<file path="config.mk">
export PLATFORM = sky130hd
export DESIGN_NAME = keyframe_update_gate_flat
export DESIGN_NICKNAME = d
export VERILOG_FILES = /design/src/rtl/kfug_pkg.sv /design/src/rtl/kfug_chan_if.sv /design/src/rtl/keyframe_update_gate.sv /design/src/flat_wrapper.sv
export VERILOG_INCLUDE_DIRS = /design/src /design/src/rtl
export SDC_FILE = /design/constraint.sdc
export NUM_CORES = 2
export LEC_CHECK = 0
export ABC_CLOCK_PERIOD_IN_PS = 8039
export BUFFER_PORTS_ARGS = -buffer_cell sky130_fd_sc_hd__buf_2
export CORE_UTILIZATION = 25
export DETAILED_ROUTE_END_ITERATION = 12
export SLEW_MARGIN = 15
export SYNTH_ARGS = -nofsm -noshare
export SYNTH_HDL_FRONTEND = slang
export SYNTH_SLANG_ARGS = --single-unit
export TNS_END_PERCENT = 20
</file>
<file path="constraint.sdc">
create_clock -name clk_i -period 8.04 [get_ports clk_i]
set_input_delay 0 -clock clk_i [delete_from_list [all_inputs] [get_ports clk_i]]
set_output_delay 0 -clock clk_i [all_outputs]
set_load 0.03 [all_outputs]
</file>
<file path="src/rtl/assert_macros.svh">
// assertion macros included by the keyframe update gate
`ifndef ASSERT_MACROS_SVH
`define ASSERT_MACROS_SVH

`ifndef NO_ASSERTIONS

// property checked on every rising clock edge outside reset
`define KFUG_ASSERT(label, prop) \
  label: assert property (@(posedge clk_i) disable iff (!rst_ni) prop) \
    else $error("kfug assertion failed");

// condition that must never hold outside reset
`define KFUG_ASSERT_NEVER(label, cond) \
  label: assert property (@(posedge clk_i) disable iff (!rst_ni) !(cond)) \
    else $error("kfug forbidden condition");

`else

`define KFUG_ASSERT(label, prop)
`define KFUG_ASSERT_NEVER(label, cond)

`endif

`endif

</file>
<file path="src/rtl/kfug_pkg.sv">
// types, constants and register codes of the keyframe update gate
`default_nettype none

package kfug_pkg;

  localparam int unsigned CfgIdxW  = 2;
  localparam int unsigned CfgDataW = 32;

  // register indexes
  localparam logic [CfgIdxW-1:0] CFG_DIST_THR  = 2'd0;
  localparam logic [CfgIdxW-1:0] CFG_ANGLE_THR = 2'd1;
  localparam logic [CfgIdxW-1:0] CFG_TIME_THR  = 2'd2;

  // reset values of the thresholds
  localparam logic [31:0] DistThrReset  = 32'd1000;
  localparam logic [31:0] AngleThrReset = 32'd8192;
  localparam logic [31:0] TimeThrReset  = 32'd5000000;

  // sequencer step counts: radix-4 square-sum, then one root bit per step
  localparam int unsigned MulSteps  = 16;
  localparam int unsigned SqrtSteps = 32;
  localparam int unsigned CntW      = 5;

  localparam logic signed [47:0] TimeMax = {1'b0, {47{1'b1}}};
  localparam logic signed [47:0] TimeMin = {1'b1, {47{1'b0}}};

  typedef enum logic [1:0] {
    ST_IDLE,
    ST_MUL,
    ST_SQRT,
    ST_DONE
  } kfug_state_e;

  typedef struct packed {
    logic signed [31:0] pos_x;
    logic signed [31:0] pos_y;
    logic        [15:0] heading;
    logic        [47:0] time_us;
  } kfug_in_t;

  typedef struct packed {
    logic               update_needed;
    logic        [31:0] interval_distance;
    logic        [31:0] interval_angle;
    logic signed [47:0] interval_time;
  } kfug_out_t;

endpackage

`default_nettype wire

</file>
<file path="src/rtl/kfug_chan_if.sv">
// valid/ready channel carrying one word of a given payload type
`default_nettype none

interface kfug_chan_if #(
  parameter type payload_t = logic
) ();
  logic     valid;
  logic     ready;
  payload_t data;

  modport source (output valid, output data, input ready);
  modport sink   (input valid, input data, output ready);
endinterface

`default_nettype wire

</file>
<file path="src/rtl/keyframe_update_gate.sv">
// keyframe update gate: travel, turning and time based keyframe trigger
`default_nettype none

// Each accepted odometry word yields exactly one result word. The block works
// on one word at a time and takes no new word until it is back in idle. It
// latches the word together with |dx|, |dy|, the wrapped heading change and
// the elapsed time, then runs a radix-4 shift-add unit that builds
// dx^2 + dy^2 two multiplier bits per cycle, then a restoring square root that
// settles one root bit per cycle, and last folds the step into the saturating
// sums and loads the output register. The output register frees the datapath,
// so a result may wait at the output while the next word is taken; only a
// result that is still waiting when the following one is ready holds the
// block. Threshold writes are meant for idle periods only.

module keyframe_update_gate (
  input  wire logic                         clk_i,
  input  wire logic                         rst_ni,
  input  wire logic                         cfg_we_i,
  input  wire logic [kfug_pkg::CfgIdxW-1:0] cfg_idx_i,
  input  wire logic [kfug_pkg::CfgDataW-1:0] cfg_data_i,
  kfug_chan_if.sink                         in_i,
  kfug_chan_if.source                       out_o
);
  import kfug_pkg::*;

  `include "assert_macros.svh"

  // ---------------------------------------------------------------------------
  // state
  // ---------------------------------------------------------------------------
  kfug_state_e state_q, state_d;
  logic [CntW-1:0] cnt_q, cnt_d;

  // thresholds
  logic [31:0] dist_thr_q, angle_thr_q, time_thr_q;

  // gate state carried from word to word
  logic signed [31:0] prev_x_q, prev_y_q;
  logic        [15:0] prev_hd_q;
  logic        [31:0] sum_dist_q, sum_angle_q;
  logic        [47:0] last_t_q;
  logic               seen_q;

  // per-word working registers
  logic [31:0]        mcx_q, mcy_q;     // multiplicands |dx|, |dy|
  logic [31:0]        mlx_q, mly_q;     // multiplier shift registers, msb digit first
  logic [64:0]        acc_q;            // square sum, then radicand shift register
  logic [33:0]        rem_q;            // partial remainder of the root
  logic [31:0]        root_q;
  logic [16:0]        ang_q;            // magnitude of the wrapped heading change
  logic signed [47:0] itime_q;          // clamped elapsed time
  logic               tge_q;            // elapsed time reached its threshold
  logic               neg_q;            // elapsed time negative
  logic               first_q;          // word is the first one seen
  logic [47:0]        t_q;              // word timestamp, latched on intake

  // output register
  logic      out_valid_q;
  kfug_out_t out_q;

  // handshakes
  logic in_fire, done_fire;

  // ---------------------------------------------------------------------------
  // sequencer: next state
  // ---------------------------------------------------------------------------
  always_comb begin
    state_d = state_q;
    cnt_d   = cnt_q;
    unique case (state_q)
      ST_IDLE: begin
        cnt_d = '0;
        if (in_fire) begin
          state_d = ST_MUL;
        end
      end
      ST_MUL: begin
        if (cnt_q == CntW'(MulSteps - 1)) begin
          state_d = ST_SQRT;
          cnt_d   = '0;
        end else begin
          cnt_d = cnt_q + 1'b1;
        end
      end
      ST_SQRT: begin
        if (cnt_q == CntW'(SqrtSteps - 1)) begin
          state_d = ST_DONE;
          cnt_d   = '0;
        end else begin
          cnt_d = cnt_q + 1'b1;
        end
      end
      ST_DONE: begin
        if (done_fire) begin
          state_d = ST_IDLE;
        end
      end
      default: begin
        state_d = ST_IDLE;
      end
    endcase
  end

  // ---------------------------------------------------------------------------
  // sequencer: outputs
  // ---------------------------------------------------------------------------
  always_comb begin
    in_i.ready = 1'b0;
    done_fire  = 1'b0;
    unique case (state_q)
      ST_IDLE: in_i.ready = 1'b1;
      ST_DONE: done_fire  = !out_valid_q || out_o.ready;
      default: ;
    endcase
  end

  assign in_fire = in_i.valid && in_i.ready;

  // ---------------------------------------------------------------------------
  // word intake: deltas, heading change, elapsed time
  // ---------------------------------------------------------------------------
  logic [32:0] dx, dy;
  logic [32:0] adx, ady;
  logic [15:0] dh;
  logic [16:0] dh_mag;
  logic [48:0] elapsed;
  logic signed [47:0] itime;
  logic        tge;

  always_comb begin
    dx = {in_i.data.pos_x[31], in_i.data.pos_x} - {prev_x_q[31], prev_x_q};
    dy = {in_i.data.pos_y[31], in_i.data.pos_y} - {prev_y_q[31], prev_y_q};
    adx = dx[32] ? (~dx + 33'd1) : dx;
    ady = dy[32] ? (~dy + 33'd1) : dy;
    // a half turn counts as 32768 either way
    dh     = in_i.data.heading - prev_hd_q;
    dh_mag = dh[15] ? (17'h10000 - {1'b0, dh}) : {1'b0, dh};
    // exact 49-bit signed difference of two 48-bit timestamps
    elapsed = seen_q ? ({1'b0, in_i.data.time_us} - {1'b0, last_t_q}) : '0;
    tge     = $signed(elapsed) >= $signed({17'b0, time_thr_q});
    if (elapsed[48] != elapsed[47]) begin
      itime = elapsed[48] ? TimeMin : TimeMax;
    end else begin
      itime = $signed(elapsed[47:0]);
    end
  end

  // ---------------------------------------------------------------------------
  // square-sum step: acc = 4*acc + mcx*digit_x + mcy*digit_y
  // ---------------------------------------------------------------------------
  logic [33:0] term_x, term_y;
  logic [64:0] acc_mul;

  always_comb begin
    term_x  = ({2'b0, mcx_q} & {34{mlx_q[30]}}) + ({1'b0, mcx_q, 1'b0} & {34{mlx_q[31]}});
    term_y  = ({2'b0, mcy_q} & {34{mly_q[30]}}) + ({1'b0, mcy_q, 1'b0} & {34{mly_q[31]}});
    acc_mul = {acc_q[62:0], 2'b00} + {31'b0, term_x} + {31'b0, term_y};
  end

  // ---------------------------------------------------------------------------
  // root step: bring down two radicand bits, try root*4+1
  // ---------------------------------------------------------------------------
  logic [35:0] rem_try, root_try;
  logic        root_bit;

  always_comb begin
    rem_try  = {rem_q, acc_q[63:62]};
    root_try = {2'b0, root_q, 2'b01};
    root_bit = rem_try >= root_try;
  end

  // ---------------------------------------------------------------------------
  // finish: saturating sums and the update decision
  // ---------------------------------------------------------------------------
  logic [32:0] step_dist;
  logic [33:0] dist_wide;
  logic [32:0] angle_wide;
  logic [31:0] sum_dist_new, sum_angle_new;
  logic        update;

  always_comb begin
    // a square sum past 64 bits stands for a step of 2^32, which saturates
    step_dist     = acc_q[64] ? {1'b1, 32'b0} : {1'b0, root_q};
    dist_wide     = {2'b0, sum_dist_q} + {1'b0, step_dist};
    angle_wide    = {1'b0, sum_angle_q} + {16'b0, ang_q};
    sum_dist_new  = (dist_wide[33:32] != 2'b00) ? '1 : dist_wide[31:0];
    sum_angle_new = angle_wide[32] ? '1 : angle_wide[31:0];
    update = (sum_dist_new >= dist_thr_q || sum_angle_new >= angle_thr_q ||
              tge_q || first_q) && !neg_q;
  end

  // ---------------------------------------------------------------------------
  // control and gate state registers
  // ---------------------------------------------------------------------------
  always_ff @(posedge clk_i or negedge rst_ni) begin
    if (!rst_ni) begin
      state_q     <= ST_IDLE;
      cnt_q       <= '0;
      dist_thr_q  <= DistThrReset;
      angle_thr_q <= AngleThrReset;
      time_thr_q  <= TimeThrReset;
      prev_x_q    <= '0;
      prev_y_q    <= '0;
      prev_hd_q   <= '0;
      sum_dist_q  <= '0;
      sum_angle_q <= '0;
      last_t_q    <= '0;
      seen_q      <= 1'b0;
      out_valid_q <= 1'b0;
    end else begin
      state_q <= state_d;
      cnt_q   <= cnt_d;
      if (cfg_we_i) begin
        unique case (cfg_idx_i)
          CFG_DIST_THR:  dist_thr_q  <= cfg_data_i;
          CFG_ANGLE_THR: angle_thr_q <= cfg_data_i;
          CFG_TIME_THR:  time_thr_q  <= cfg_data_i;
          default: ;
        endcase
      end
      // previous pose follows every word
      if (in_fire) begin
        prev_x_q  <= in_i.data.pos_x;
        prev_y_q  <= in_i.data.pos_y;
        prev_hd_q <= in_i.data.heading;
      end
      if (done_fire) begin
        if (update) begin
          sum_dist_q  <= '0;
          sum_angle_q <= '0;
          last_t_q    <= t_q;
          seen_q      <= 1'b1;
        end else begin
          sum_dist_q  <= sum_dist_new;
          sum_angle_q <= sum_angle_new;
        end
      end
      if (done_fire) begin
        out_valid_q <= 1'b1;
      end else if (out_o.ready) begin
        out_valid_q <= 1'b0;
      end
    end
  end

  // ---------------------------------------------------------------------------
  // datapath registers
  // ---------------------------------------------------------------------------
  always_ff @(posedge clk_i) begin
    if (in_fire) begin
      // first word counts as standing still
      mcx_q   <= seen_q ? adx[31:0] : '0;
      mcy_q   <= seen_q ? ady[31:0] : '0;
      mlx_q   <= seen_q ? adx[31:0] : '0;
      mly_q   <= seen_q ? ady[31:0] : '0;
      acc_q   <= '0;
      ang_q   <= seen_q ? dh_mag : '0;
      itime_q <= itime;
      tge_q   <= tge;
      neg_q   <= elapsed[48];
      first_q <= !seen_q;
      t_q     <= in_i.data.time_us;
    end
    if (state_q == ST_MUL) begin
      acc_q <= acc_mul;
      mlx_q <= {mlx_q[29:0], 2'b00};
      mly_q <= {mly_q[29:0], 2'b00};
      rem_q  <= '0;
      root_q <= '0;
    end
    if (state_q == ST_SQRT) begin
      // bit 64 holds the overflow flag through the root iteration
      acc_q  <= {acc_q[64], acc_q[61:0], 2'b00};
      rem_q  <= root_bit ? 34'(rem_try - root_try) : rem_try[33:0];
      root_q <= {root_q[30:0], root_bit};
    end
    if (done_fire) begin
      out_q.update_needed     <= update;
      out_q.interval_distance <= sum_dist_new;
      out_q.interval_angle    <= sum_angle_new;
      out_q.interval_time     <= itime_q;
    end
  end

  assign out_o.valid = out_valid_q;
  assign out_o.data  = out_q;

  // ---------------------------------------------------------------------------
  // assertions
  // ---------------------------------------------------------------------------
  `KFUG_ASSERT(a_fire_starts_mul, in_fire |=> (state_q == ST_MUL))
  `KFUG_ASSERT(a_result_from_done, $rose(out_valid_q) |-> ($past(state_q) == ST_DONE))
  `KFUG_ASSERT_NEVER(a_update_on_negative_time,
                     out_o.valid && out_o.data.update_needed && out_o.data.interval_time[47])

endmodule

`default_nettype wire

</file>
<file path="src/flat_wrapper.sv">
// flat-port wrapper written by rule: the top's interface ports become plain ports
module keyframe_update_gate_flat import kfug_pkg::*;
  (clk_i, rst_ni, cfg_we_i, cfg_idx_i, cfg_data_i, in_i_valid, in_i_data, in_i_ready, out_o_valid, out_o_data, out_o_ready);
  kfug_chan_if #(.payload_t(kfug_in_t)) in_i_i ();
  kfug_chan_if #(.payload_t(kfug_out_t)) out_o_i ();
  input  wire logic clk_i;
  input  wire logic rst_ni;
  input  wire logic cfg_we_i;
  input  wire logic [kfug_pkg::CfgIdxW-1:0] cfg_idx_i;
  input  wire logic [kfug_pkg::CfgDataW-1:0] cfg_data_i;
  input wire logic [$bits(in_i_i.valid)-1:0] in_i_valid;
  input wire logic [$bits(in_i_i.data)-1:0] in_i_data;
  output wire logic [$bits(in_i_i.ready)-1:0] in_i_ready;
  output wire logic [$bits(out_o_i.valid)-1:0] out_o_valid;
  output wire logic [$bits(out_o_i.data)-1:0] out_o_data;
  input wire logic [$bits(out_o_i.ready)-1:0] out_o_ready;
  assign in_i_i.valid = in_i_valid;
  assign in_i_i.data = in_i_data;
  assign in_i_ready = in_i_i.ready;
  assign out_o_valid = out_o_i.valid;
  assign out_o_data = out_o_i.data;
  assign out_o_i.ready = out_o_ready;
  keyframe_update_gate u_core (.clk_i(clk_i), .rst_ni(rst_ni), .cfg_we_i(cfg_we_i), .cfg_idx_i(cfg_idx_i), .cfg_data_i(cfg_data_i), .in_i(in_i_i), .out_o(out_o_i));
endmodule
</file>
==> results.md <==
- Mapped Nets: ~6100
- Hold path depth: 2
- Max_cap viols: 0
- Startpoint class of the critical path: register
- Register area share after synthesis: 42.2%
- Least-Margin Pin Slew: between 1 and 1.5 ns
- Initial drt markers: between 2000 and 3000
- TNS Setup: 0 ns
- Critical path required time: 8.60 ns
- Die width: between 400 and 500 µm
- Ys flop type: edfxtp_1
- Post-layout min period: 7.38 ns
- R2R depth: 28
- Crit path capture type: register
- DR vias: ~42000
- Most common cell in the netlist: nand2_1
- CTS Buf Count: 90
- HPWL reported at the end of detailed placement: roughly 110000 µm
- First-pass GRT wire length: 239000 µm
- Leading area contributor after synthesis: edfxtp_1
- Worst hold path type: in -> reg
- Via/cell ratio: 4.81
- Yosys cell types: 114
- RD Place Congestion: roughly 0.89
- Routed Antenna Nets: 0
- Hold_sp: in_i_data[34]
- Fraction of layout cells with a size suffix above 1: 10.8%
- Synth warn: 0
- Cells after Synth: ~5500
- FP Rows: approximately 170
- R2R Path End: u_core.last_t_q[35]
- Final Max Slew Viols: 0
- Crit-path slowest cell: edfxtp_1
- Yosys reg bits: just under 800
- Most used cell, CP: a21o_1
- Drt wl/cell: ~17 µm
- TritonCTS clock tree: yes
- Io pins: about 280
- Largest net degree at the start of global routing: 130
- Vert. Die Dim: between 400 and 500 µm
- PortBufs: 281
- Fin nets: between 6000 and 7000
- CTS root buf: clkbuf_16
- Tcrit/Tclk final: 91.8%
- Synthesized area per cell: 9.53 µm²
- Min-Delay Endpoint: u_core.t_q[34]
- Critical path arrival: ~8.0 ns
- Fill count: roughly 22000
- Final Hold Vio Count: 0
- Initial antenna violation count: 14
- Largest fanout on the critical path: 59
- Synthesized area: 52200 µm²
- Worst-path clk slew: 0.06 ns
- Number of global-route vias before repair: 41753
- # setup viols final: 0
- Clock Skew: slightly above 0.07 ns
- Setup repair after global routing missed its margin: false
- Clk_lat worst skew: approximately 0.74 ns
- Critical path type: reg -> reg
- Status: finished, final reports clean
- P&R area growth vs syn: 19.7%
- Top cells by count, synth: nand2_1 (504), edfxtp_1 (481), inv_1 (471)
- Area of the die: 211000 µm²
- Clock buffer depth: 3
- Synth area leaders: edfxtp_1 (28%), dfrtp_1 (14%), ha_1 (10%)
- Reg-to-reg slack, setup: 0.66 ns
- CTS Sinks: between 700 and 800
- Core area: roughly 210000 µm²
- GR Overflow Total: 0
- Wirelength, routed: about 150000 µm
- Total GRT Usage: approximately 14%
- DRC viols: 0
- Yosys top cell area share: roughly 28%
- Initial core utilization: between 20 and 30%
- Slowest stage delay, CP: 0.61 ns
- Max-slew headroom: between 20% and 30%
- Max H-tree Level: 3
- Post-synth EDFFs: between 400 and 500
- Fmax: 0.135 GHz
- Post-synth ARST share: about 38%
- Pre-Repair DR Iteration Count: 5
- R2r startpoint: u_core.acc_q[64]
==> stage by stage <==
stage / worst slack (ns) / instances / hold slack (ns) / util, % / cell area [µm²]
floorplan: 0.951 / 5481 / -0.296 / - / 52200
CTS: 0.629 / 8792 / 0.000384 / 30.1 / 62400
global placement: 0.864 / 8389 / 0.00745 / 27.4 / 56700
finish: 0.656 / 8796 / 0.0529 / 30.1 / 62500
global route: 0.0809 / 8796 / 0.0423 / 30.1 / 62500
detailed placement: 0.708 / 8389 / 0.00941 / 27.4 / 56700
==> worst max-delay path: cells and delay by family (launching register included) <==
| kind | cells | cell delay (ns) |
|---|---|---|
| buffers and inverters | 4 | 1.06 |
| adders and majority gates | 2 | 0.76 |
| and+or+nand+nor | 5 | 0.93 |
| DFF | 1 | 0.61 |
| AOI/OAI and AO/OA | 17 | 3.74 |
==> how the worst max path moves through the flow <==
stage,startpoint,to,slack [ns]
global route,u_core.acc_q[64],u_core.sum_dist_q[27],0.08
CTS,u_core.acc_q[64],u_core.sum_dist_q[27],0.63
finish,u_core.acc_q[64],u_core.last_t_q[35],0.66
floorplan,u_core.state_q[0],u_core.prev_hd_q[10],0.95
detailed placement,u_core.acc_q[64],u_core.sum_dist_q[27],0.71
global placement,u_core.acc_q[64],u_core.sum_dist_q[27],0.86
==> logic make-up after synthesis <==
logic type               share of synthesized area (%)
AO/OA/AOI/OAI                                     18.7
adder cells (fa/ha/maj)                           11.6
multiplexers                                      1.97
buffers and inverters                             4.92
other                                          0.00718
flip-flops                                        42.2
AND/OR/NAND/NOR                                   15.3
XOR/XNOR                                          5.29
==> final cells by class <==
| cell class | instances | area (µm²) | share of cell area (%) |
|---|---|---|---|
| multi-input combinational | 4020 | 27700 | 44.4 |
| sequential | 784 | 22000 | 35.2 |
| timing repair buffer | 558 | 4110 | 6.58 |
| tap | 2788 | 3490 | 5.58 |
| clock buffer | 112 | 2520 | 4.04 |
| inverter | 473 | 1790 | 2.86 |
| clock inverter | 58 | 835 | 1.34 |
| antenna | 3 | 7.51 | 0.0120 |
==> cells in the final DEF, fill, tap and decap left out, drive strengths merged, types with 41 or more instances in the layout <==
cell / Yosys / final
nand2: 504 / 504
edfxtp: 481 / 481
inv: 472 / 480
o21ai: 438 / 438
ha: 417 / 417
nor2: 385 / 385
buf: 37 / 326
a21oi: 321 / 321
dfrtp: 282 / 282
dlygate4sd3: 0 / 232
and2: 184 / 184
a21o: 170 / 170
xnor2: 160 / 160
xor2: 153 / 153
nand3: 133 / 133
clkbuf: 167 / 112
nor3: 93 / 93
mux2: 71 / 71
o21a: 68 / 68
nand4: 63 / 63
a211oi: 54 / 54
nand2b: 52 / 52
a22o: 51 / 51
o31ai: 50 / 50
nor2b: 49 / 49
and3: 48 / 48
a31oi: 47 / 47
o211ai: 45 / 45
fa: 41 / 41
==> registers in the layout, indices dropped and copies added, names as in the netlist, 34 cells and up <==
signal and flops:
u_core.acc_q 65, u_core.itime_q 47, u_core.last_t_q 48, u_core.rem_q 34, u_core.out_o.data 113, u_core.t_q 48
==> repair_timing <==
| action | 4_1_cts | 5_1_grt |
|---|---|---|
| setup buffers | 0 | 1 |
| endpoints found under the hold margin | 348 | 0 |
| hold buffers | 233 | 0 |
| gates resized for setup | 0 | 1 |
| endpoints found under the setup margin | 0 | 9 |
==> routing by layer <==
layer / global-route usage [%] / share of wire [%]
met1: 18.3 / 44
met2: 24.1 / 48
met3: 1.94 / 4.2
met4: 5.96 / 4.0
met5: 0 / 0.047
Power is left out: the tool's default activity adds up to more than one toggle a clock period on the data nets, which glitch-free logic cannot reach.
